===== src/rtl/acm_pkg.sv =====
// Package: shared types, constants and set selection for the actuator channel mixer.
`default_nettype none
package acm_pkg;

    localparam int CHANNELS     = 8;
    localparam int THROW_SETS   = 4;
    localparam int CAMBER_SETS  = 4;
    localparam int SPECIAL_SETS = 4;
    localparam int CH_LIMIT     = (CHANNELS < 8) ? CHANNELS : 8;

    localparam logic [2:0] CMD_MIX     = 3'd0;
    localparam logic [2:0] CMD_COEF    = 3'd1;
    localparam logic [2:0] CMD_TMIN    = 3'd2;
    localparam logic [2:0] CMD_TMAX    = 3'd3;
    localparam logic [2:0] CMD_TMID    = 3'd4;
    localparam logic [2:0] CMD_CAMBER  = 3'd5;
    localparam logic [2:0] CMD_SPECIAL = 3'd6;

    localparam logic [1:0] REG_ACTIVE  = 2'd0;
    localparam logic [1:0] REG_FLOOR   = 2'd1;
    localparam logic [1:0] REG_CEILING = 2'd2;

    typedef struct packed {
        logic       en;
        logic [1:0] idx;
        logic       fb;
    } pick_t;

    typedef struct packed {
        logic [2:0]         ch;
        logic               last;
        logic               fb;
        logic               t_en;
        logic               c_en;
        logic               s_en;
        logic [3:0][15:0]   cmds;
        logic [15:0]        camt;
        logic [15:0]        samt;
    } meta_t;

    typedef struct packed {
        logic [3:0][15:0] coef;
        logic [15:0]      tl;
        logic [15:0]      th;
        logic [15:0]      tm;
        logic [15:0]      cam;
        logic [15:0]      spc;
    } rd_t;

    typedef struct packed {
        logic [2:0] ch;
        logic       last;
        logic       fb;
    } tag_t;

    function automatic pick_t pick_set(input logic [2:0] sel, input logic [3:0] present,
                                       input int sets);
        pick_t r;
        r.en  = 1'b0;
        r.idx = 2'd0;
        r.fb  = 1'b0;
        if (int'(sel) < sets && present[sel[1:0]]) begin
            r.en  = 1'b1;
            r.idx = sel[1:0];
        end else begin
            r.fb = 1'b1;
            for (int s = 3; s >= 0; s--) begin
                if (s < sets && present[s]) begin
                    r.en  = 1'b1;
                    r.idx = 2'(s);
                end
            end
        end
        return r;
    endfunction

endpackage
`default_nettype wire


===== src/rtl/acm_tables.sv =====
// Coefficient, throw and offset table memories with registered reads.
`default_nettype none
module acm_tables
    import acm_pkg::*;
(
    input  wire logic        aclk,
    input  wire logic        wr_en,
    input  wire logic [2:0]  wr_cmd,
    input  wire logic [4:0]  wr_idx,
    input  wire logic [15:0] wr_data,
    input  wire logic        rd_en,
    input  wire logic [2:0]  rd_ch,
    input  wire logic [4:0]  rd_taddr,
    input  wire logic [4:0]  rd_caddr,
    input  wire logic [4:0]  rd_saddr,
    output rd_t              rd_data
);
    logic [3:0][15:0] coef_mem [CHANNELS];
    logic [15:0] tl_mem [32];
    logic [15:0] th_mem [32];
    logic [15:0] tm_mem [32];
    logic [15:0] cam_mem [32];
    logic [15:0] spc_mem [32];

    always_ff @(posedge aclk) begin
        if (wr_en) begin
            case (wr_cmd)
                CMD_COEF:    coef_mem[wr_idx[4:2]][wr_idx[1:0]] <= wr_data;
                CMD_TMIN:    tl_mem[wr_idx] <= wr_data;
                CMD_TMAX:    th_mem[wr_idx] <= wr_data;
                CMD_TMID:    tm_mem[wr_idx] <= wr_data;
                CMD_CAMBER:  cam_mem[wr_idx] <= wr_data;
                CMD_SPECIAL: spc_mem[wr_idx] <= wr_data;
                default: ;
            endcase
        end
        if (rd_en) begin
            rd_data.coef <= coef_mem[rd_ch];
            rd_data.tl   <= tl_mem[rd_taddr];
            rd_data.th   <= th_mem[rd_taddr];
            rd_data.tm   <= tm_mem[rd_taddr];
            rd_data.cam  <= cam_mem[rd_caddr];
            rd_data.spc  <= spc_mem[rd_saddr];
        end
    end
endmodule
`default_nettype wire


===== config.mk =====
export PLATFORM = sky130hd
export DESIGN_NAME = acm_tables
export DESIGN_NICKNAME = d
export VERILOG_FILES = /design/src/rtl/acm_pkg.sv /design/src/rtl/acm_tables.sv
export SDC_FILE = /design/constraint.sdc
export NUM_CORES = 2
export LEC_CHECK = 0
export BUFFER_PORTS_ARGS = -buffer_cell sky130_fd_sc_hd__buf_2
export CAP_MARGIN = 20
export CORE_UTILIZATION = 62
export CTS_CLUSTER_DIAMETER = 200
export DETAILED_ROUTE_END_ITERATION = 10
export GPL_TIMING_DRIVEN = 0
export MAX_ROUTING_LAYER = met4
export PLACE_DENSITY = 0.79
export SLEW_MARGIN = 20
export SYNTH_ARGS = -nofsm -noshare
export SYNTH_HDL_FRONTEND = slang
export SYNTH_SLANG_ARGS = --single-unit

===== constraint.sdc =====
create_clock -name aclk -period 1.85 [get_ports aclk]
set_input_delay 0 -clock aclk [delete_from_list [all_inputs] [get_ports aclk]]
set_output_delay 0 -clock aclk [all_outputs]
set_load 0.005 [all_outputs]

## Word-level counts from Yosys, hierarchy flattened

Memories as Yosys holds them, arrays and structs flattened. A register that Yosys moved wholly into a read port is not among the register bits.
Cells that the tools add are included.

- Bits in registers: 0
- Latch bits: 0
- Bits in writable memories: 3072
- ROM bits: 0
- Bits of input ports: 45
- Output and inout bits: 144
- Logic and storage cells: 35
- Memories kept: 6

- Add/subtract/negate cells: 0
- $mul: 0
- Divide/modulo/power cells: 0
- Magnitude comparators: 2
- Equal/unequal tests: 6
- Shift operators: 0
- Muxes and demuxes: 20
- Bitwise logic cells: 0
- Reductions and logical operators: 1

Memory list:

| memory | depth | bits a word | read ports | clocked after Yosys merged registers in | wr ports | line | RTL |
|---|---|---|---|---|---|---|---|
| cam_mem | 32 | 16 | 1 | 1 | 1 | acm_tables.sv:22 | `logic [15:0] cam_mem [32];` |
| coef_mem | 8 | 64 | 1 | 1 | 1 | acm_tables.sv:18 | `logic [3:0][15:0] coef_mem [CHANNELS];` |
| spc_mem | 32 | 16 | 1 | 1 | 1 | acm_tables.sv:23 | `logic [15:0] spc_mem [32];` |
| th_mem | 32 | 16 | 1 | 1 | 1 | acm_tables.sv:20 | `logic [15:0] th_mem [32];` |
| tl_mem | 32 | 16 | 1 | 1 | 1 | acm_tables.sv:19 | `logic [15:0] tl_mem [32];` |
| tm_mem | 32 | 16 | 1 | 1 | 1 | acm_tables.sv:21 | `logic [15:0] tm_mem [32];` |

Operators by type and width:

| operator | number |
|---|---|
| 64-bit 2-to-1 mux | 1 |
| 16-bit demux with 2-bit select | 1 |
| 1-bit 2-to-1 mux | 17 |
| 16-bit 2-to-1 mux | 1 |
| 3-bit == test, second input constant | 3 |
| 3-bit by 2-bit == test with 1-bit output, second input constant | 2 |
| 3-bit by 1-bit == test with 1-bit output, second input constant | 1 |
| 2-bit by 3-bit < comparator with 1-bit output, second input constant | 1 |
| 2-bit by 1-bit >= comparator with 1-bit output, second input constant | 1 |
| 1-bit logical AND | 1 |

## Depth between registers and ports, before layout

- Depth in word-level cells: 5
- Depth in mapped cells: 8
- Depth with buffers taken out: 5

## Worst setup path before layout

OpenSTA, ideal clock, no wires.

- Path type: input port to flip-flop
- From: in wr_en
- To: mem th_mem[24][0] (enable)
- Setup time: 0.388 ns
- Arrival: 1.284 ns
- Required time: 1.462 ns
- Slack: 0.177 ns
- Stages on the path: 4
- Path buffers: 1
- Cell sequence: nor2b_1 -> nand3_1 -> clkbuf_1 -> nor2_1

- Word-level cells in the longest chain between the ends: 2

RTL lines:

| what | line | RTL |
|---|---|---|
| start, declared | acm_tables.sv:7 | `input wire logic wr_en,` |
| 1-bit 2-to-1 mux | acm_tables.sv:26 | `if (wr_en) begin` |
| 1-bit 2-to-1 mux (implied by the code) | acm_tables.sv:30 | `CMD_TMAX: th_mem[wr_idx] <= wr_data;` |
| end, declared | acm_tables.sv:20 |  |

No other way between the ends.

## Worst setup path after layout

- From: in wr_idx[0]
- To: mem tl_mem[28][14] (enable)

RTL lines:

| what | line | RTL |
|---|---|---|
| start, declared | acm_tables.sv:9 | `input wire logic [4:0] wr_idx,` |
| end, declared | acm_tables.sv:19 |  |

No word-level cell before the write port.

==> results by group <==
Run status
  • Status: finished with violations
  • Failing checks: negative setup slack

Route
  • Wire per inst: 30.5 um
  • Total iterations of the first detailed-routing run: 6
  • Starting DRT DRC Count: 8676
  • Vias post-DR: 66000
  • Total wire length: 308000 um
  • Vias/cell: 6.52
  • Remaining DRCs: 0
  • ANT nets after route: 0

CTS
  • CTS buffer count: 327
  • CTS tree: done
  • Setup bufs post-CTS: 0
  • Worst-path clk slew: 0.06 ns
  • Root buffer cell: clkbuf_16
  • Skew-Pair Late Insertion Delay: 0.98 ns
  • H-tree lvl count: 5
  • Clk sinks: 3216
  • CTS max path bufs: 4

STA
  • Slew Viols, Final: 0
  • Worst setup margin: -0.117 ns
  • Worst Tran Pin Value: 1.40 ns
  • Period utilization: 106%
  • Final setup viols: 265
  • Min Clock Period, post-route: 1.97 ns
  • Final hold viol count: 0
  • RSZ-0062 raised after global routing: true
  • Max frequency: 508 MHz
  • Slew HR: 6.40%
  • Layout Skew: 0.0586 ns
  • Fin Hold WS: 0.0563 ns
  • Setup TNS: -10.49 ns

Logic synthesis
  • Synth top area cells: edfxtp_1 (78%), mux2i_1 (10%), mux4_2 (2.3%)
  • Post-synth top area cell: edfxtp_1
  • Top cell type's share of synthesized area: 78.0%
  • Register area share after synthesis: 78.0%
  • Library cells used by synthesis: 27
  • Post-Syn Nets: 6628
  • Synthesized area: 124000 um^2
  • Syn Area/Cell: 18.8 um^2
  • Cells after Synth: 6583
  • #FFs+latches synth: 3216
  • Synth warn: 0

Power
  • Clock power frac: 40.9%
  • NetSw: 0.0318 W
  • Gate power share: 5.2%
  • Leak: 48.2 nW
  • Flop pwr share: 53.9%
  • Worst VDD drop: 1.12 mV
  • Internal power: 0.118 W
  • Switch share: 21.2%
  • Power Dens Cells: 1060 nW/um^2

Die
  • Die height: 449 um
  • Initial Utilization: 62.6%
  • Num rows: 163
  • I/O pin count: 189
  • Die ar.: 202000 um^2
  • Core region area: 198000 um^2
  • Width of the die: 449 um

Worst setup path
  • Data arrival, critical path: 2.54 ns
  • Worst path slowest cell: nor2_2
  • Critical Path RT: 2.42 ns
  • Worst Path Max Fanout: 16
  • Critical path class: primary input to flip-flop
  • Crit path cell chain: buf_2 -> nor2_1 -> nand2_1 -> nor2_2
  • Crit start category: primary input
  • Slowest stage delay, CP: 1.01 ns
  • Crit. End Element: flip-flop

Global routing
  • Pin count of the biggest net entering global routing: 123
  • Vias in the first global route: 65300
  • Aggregate global-route resource usage: 31.3%
  • First-pass GRT wire length: 443000 um
  • Initial antenna violation count: 19
  • Grt ovf: 0

Cells and area
  • Share of layout cells above drive strength 1: 18.5%
  • Post-route non-filler standard cell count: 10100
  • Core Util, Final: 71.2%
  • Area growth syn-to-layout: 13.8%
  • Nets: 7273

Place
  • GPL Wtd Cong: 0.876
  • Placed cells: 9507
  • Post-DP HPWL: 188000 um
  • I/O Buffers: 178

Min path
  • Hold Path Class: primary input to flip-flop

Run
  • Max_cap viols: 0
[placed cells by master, fill, tap and decap left out, drive strengths merged, types with 64 or more instances in the layout]
cell    Yosys  final
clkinv      0    125
a22oi     272    272
nor3       81     81
mux4      128    128
nor2      198    198
mux2       64     64
a22o      160    160
edfxtp   3216   3216
nand2     244    244
a31oi      80     80
buf       278    562
clkbuf    100    513
a21oi     208    208
nand3     212    212
mux2i    1280   1280
[critical path, delay by kind of cell]
kind / cells / cell delay (ns)
buffers and inverters: 1 / 0.12
and+or+nand+nor: 3 / 2.40
[worst paths after layout]
check / from / endpoint / slack, ns / depth (start not counted)
setup / recovery: wr_idx[0] / tl_mem[28][14]$_DFFE_PP_ / -0.12 / 4
hold / removal: rd_taddr[3] / rd_data[54]$_DFFE_PP_ / 0.06 / 6
setup reg to reg: tl_mem[4][0]$_DFFE_PP_ / rd_data[64]$_DFFE_PP_ / -0.09 / 5
hold reg to reg: th_mem[26][8]$_DFFE_PP_ / rd_data[56]$_DFFE_PP_ / 0.70 / 4
[cell type report]
cell class,instances,area (um^2)
Antenna cell,15,37.5
Buffer,378,2330
Clock buffer,413,8680
Clock inverter,150,1060
Fill cell,11400,56900
Multi-Input combinational cell,2989,25800
Sequential cell,3216,96600
Tap cell,2640,3300
Timing Repair Buffer,316,3090
[cells in the mapped netlist]
master,n
mux2_2,64
mux2i_1,1280
and3b_1,2
mux4_2,128
buf_1,28
and3_1,1
edfxtp_1,3216
buf_6,62
nor2b_1,11
a21oi_1,208
nor3_1,81
a31oi_1,80
clkbuf_1,99
nand3_1,212
nor3b_1,3
nor2_2,2
buf_2,105
and2_1,4
nand2_1,244
nor2_1,196
or2_2,3
a22oi_1,272
buf_4,83
nand4_1,32
clkbuf_4,1
a22o_1,160
nand2b_1,6
[per-stage QoR]
step	total power [W]	setup slack [ns]	instance area (um^2)
3_5_place_dp	0.0898	-1.05	130000
3_3_place_gp	0.0896	-1.96	128000
4_1_cts	0.150	-0.0166	141000
5_1_grt	0.153	-0.163	141000
2_1_floorplan	0.0861	0.177	124000
6_report	0.150	-0.117	141000
[power groups by stage]
stage | registers, W | logic (W) | clock network [W]
6_report | 0.0808 | 0.00779 | 0.0614
4_1_cts | 0.0808 | 0.00764 | 0.0615
2_1_floorplan | 0.0823 | 0.00376 | 0
5_1_grt | 0.0808 | 0.00810 | 0.0642
3_5_place_dp | 0.0823 | 0.00749 | 0
3_3_place_gp | 0.0826 | 0.00703 | 0
[registers in the layout, summed over array words and instances (netlist names)]
| signal | count |
|---|---|
| cam_mem | 512 |
| coef_mem | 512 |
| spc_mem | 512 |
| th_mem | 512 |
| tl_mem | 512 |
| tm_mem | 512 |
| rd_data | 144 |
[metal layers]
metal	vias to the layer above	routed length [um]	GRT usage (%)
li1	27700	-	-
met1	33500	114000	41.3
met2	4062	148000	48.2
met3	739	32200	6.13
met4	0	13600	13.0
met5	-	0	-
[cells by family after synthesis]
group                  Yosys count  synth area share [%]
AOI/OAI and AO/OA              720                  4.03
buffers and inverters          378                  1.88
DFF                           3216                  78.0
muxes                         1472                  13.3
and+or+nand+nor                797                  2.85
[repair_timing]
action | in CTS | in global routing
endpoints found under the hold margin | 2949 | 0
hold buffers | 32 | 0
gates resized for setup | 5 | 64
setup endpoints to repair | 63 | 497
pin swaps | 0 | 1
No activity file was read; power rests on OpenSTA's default activity.
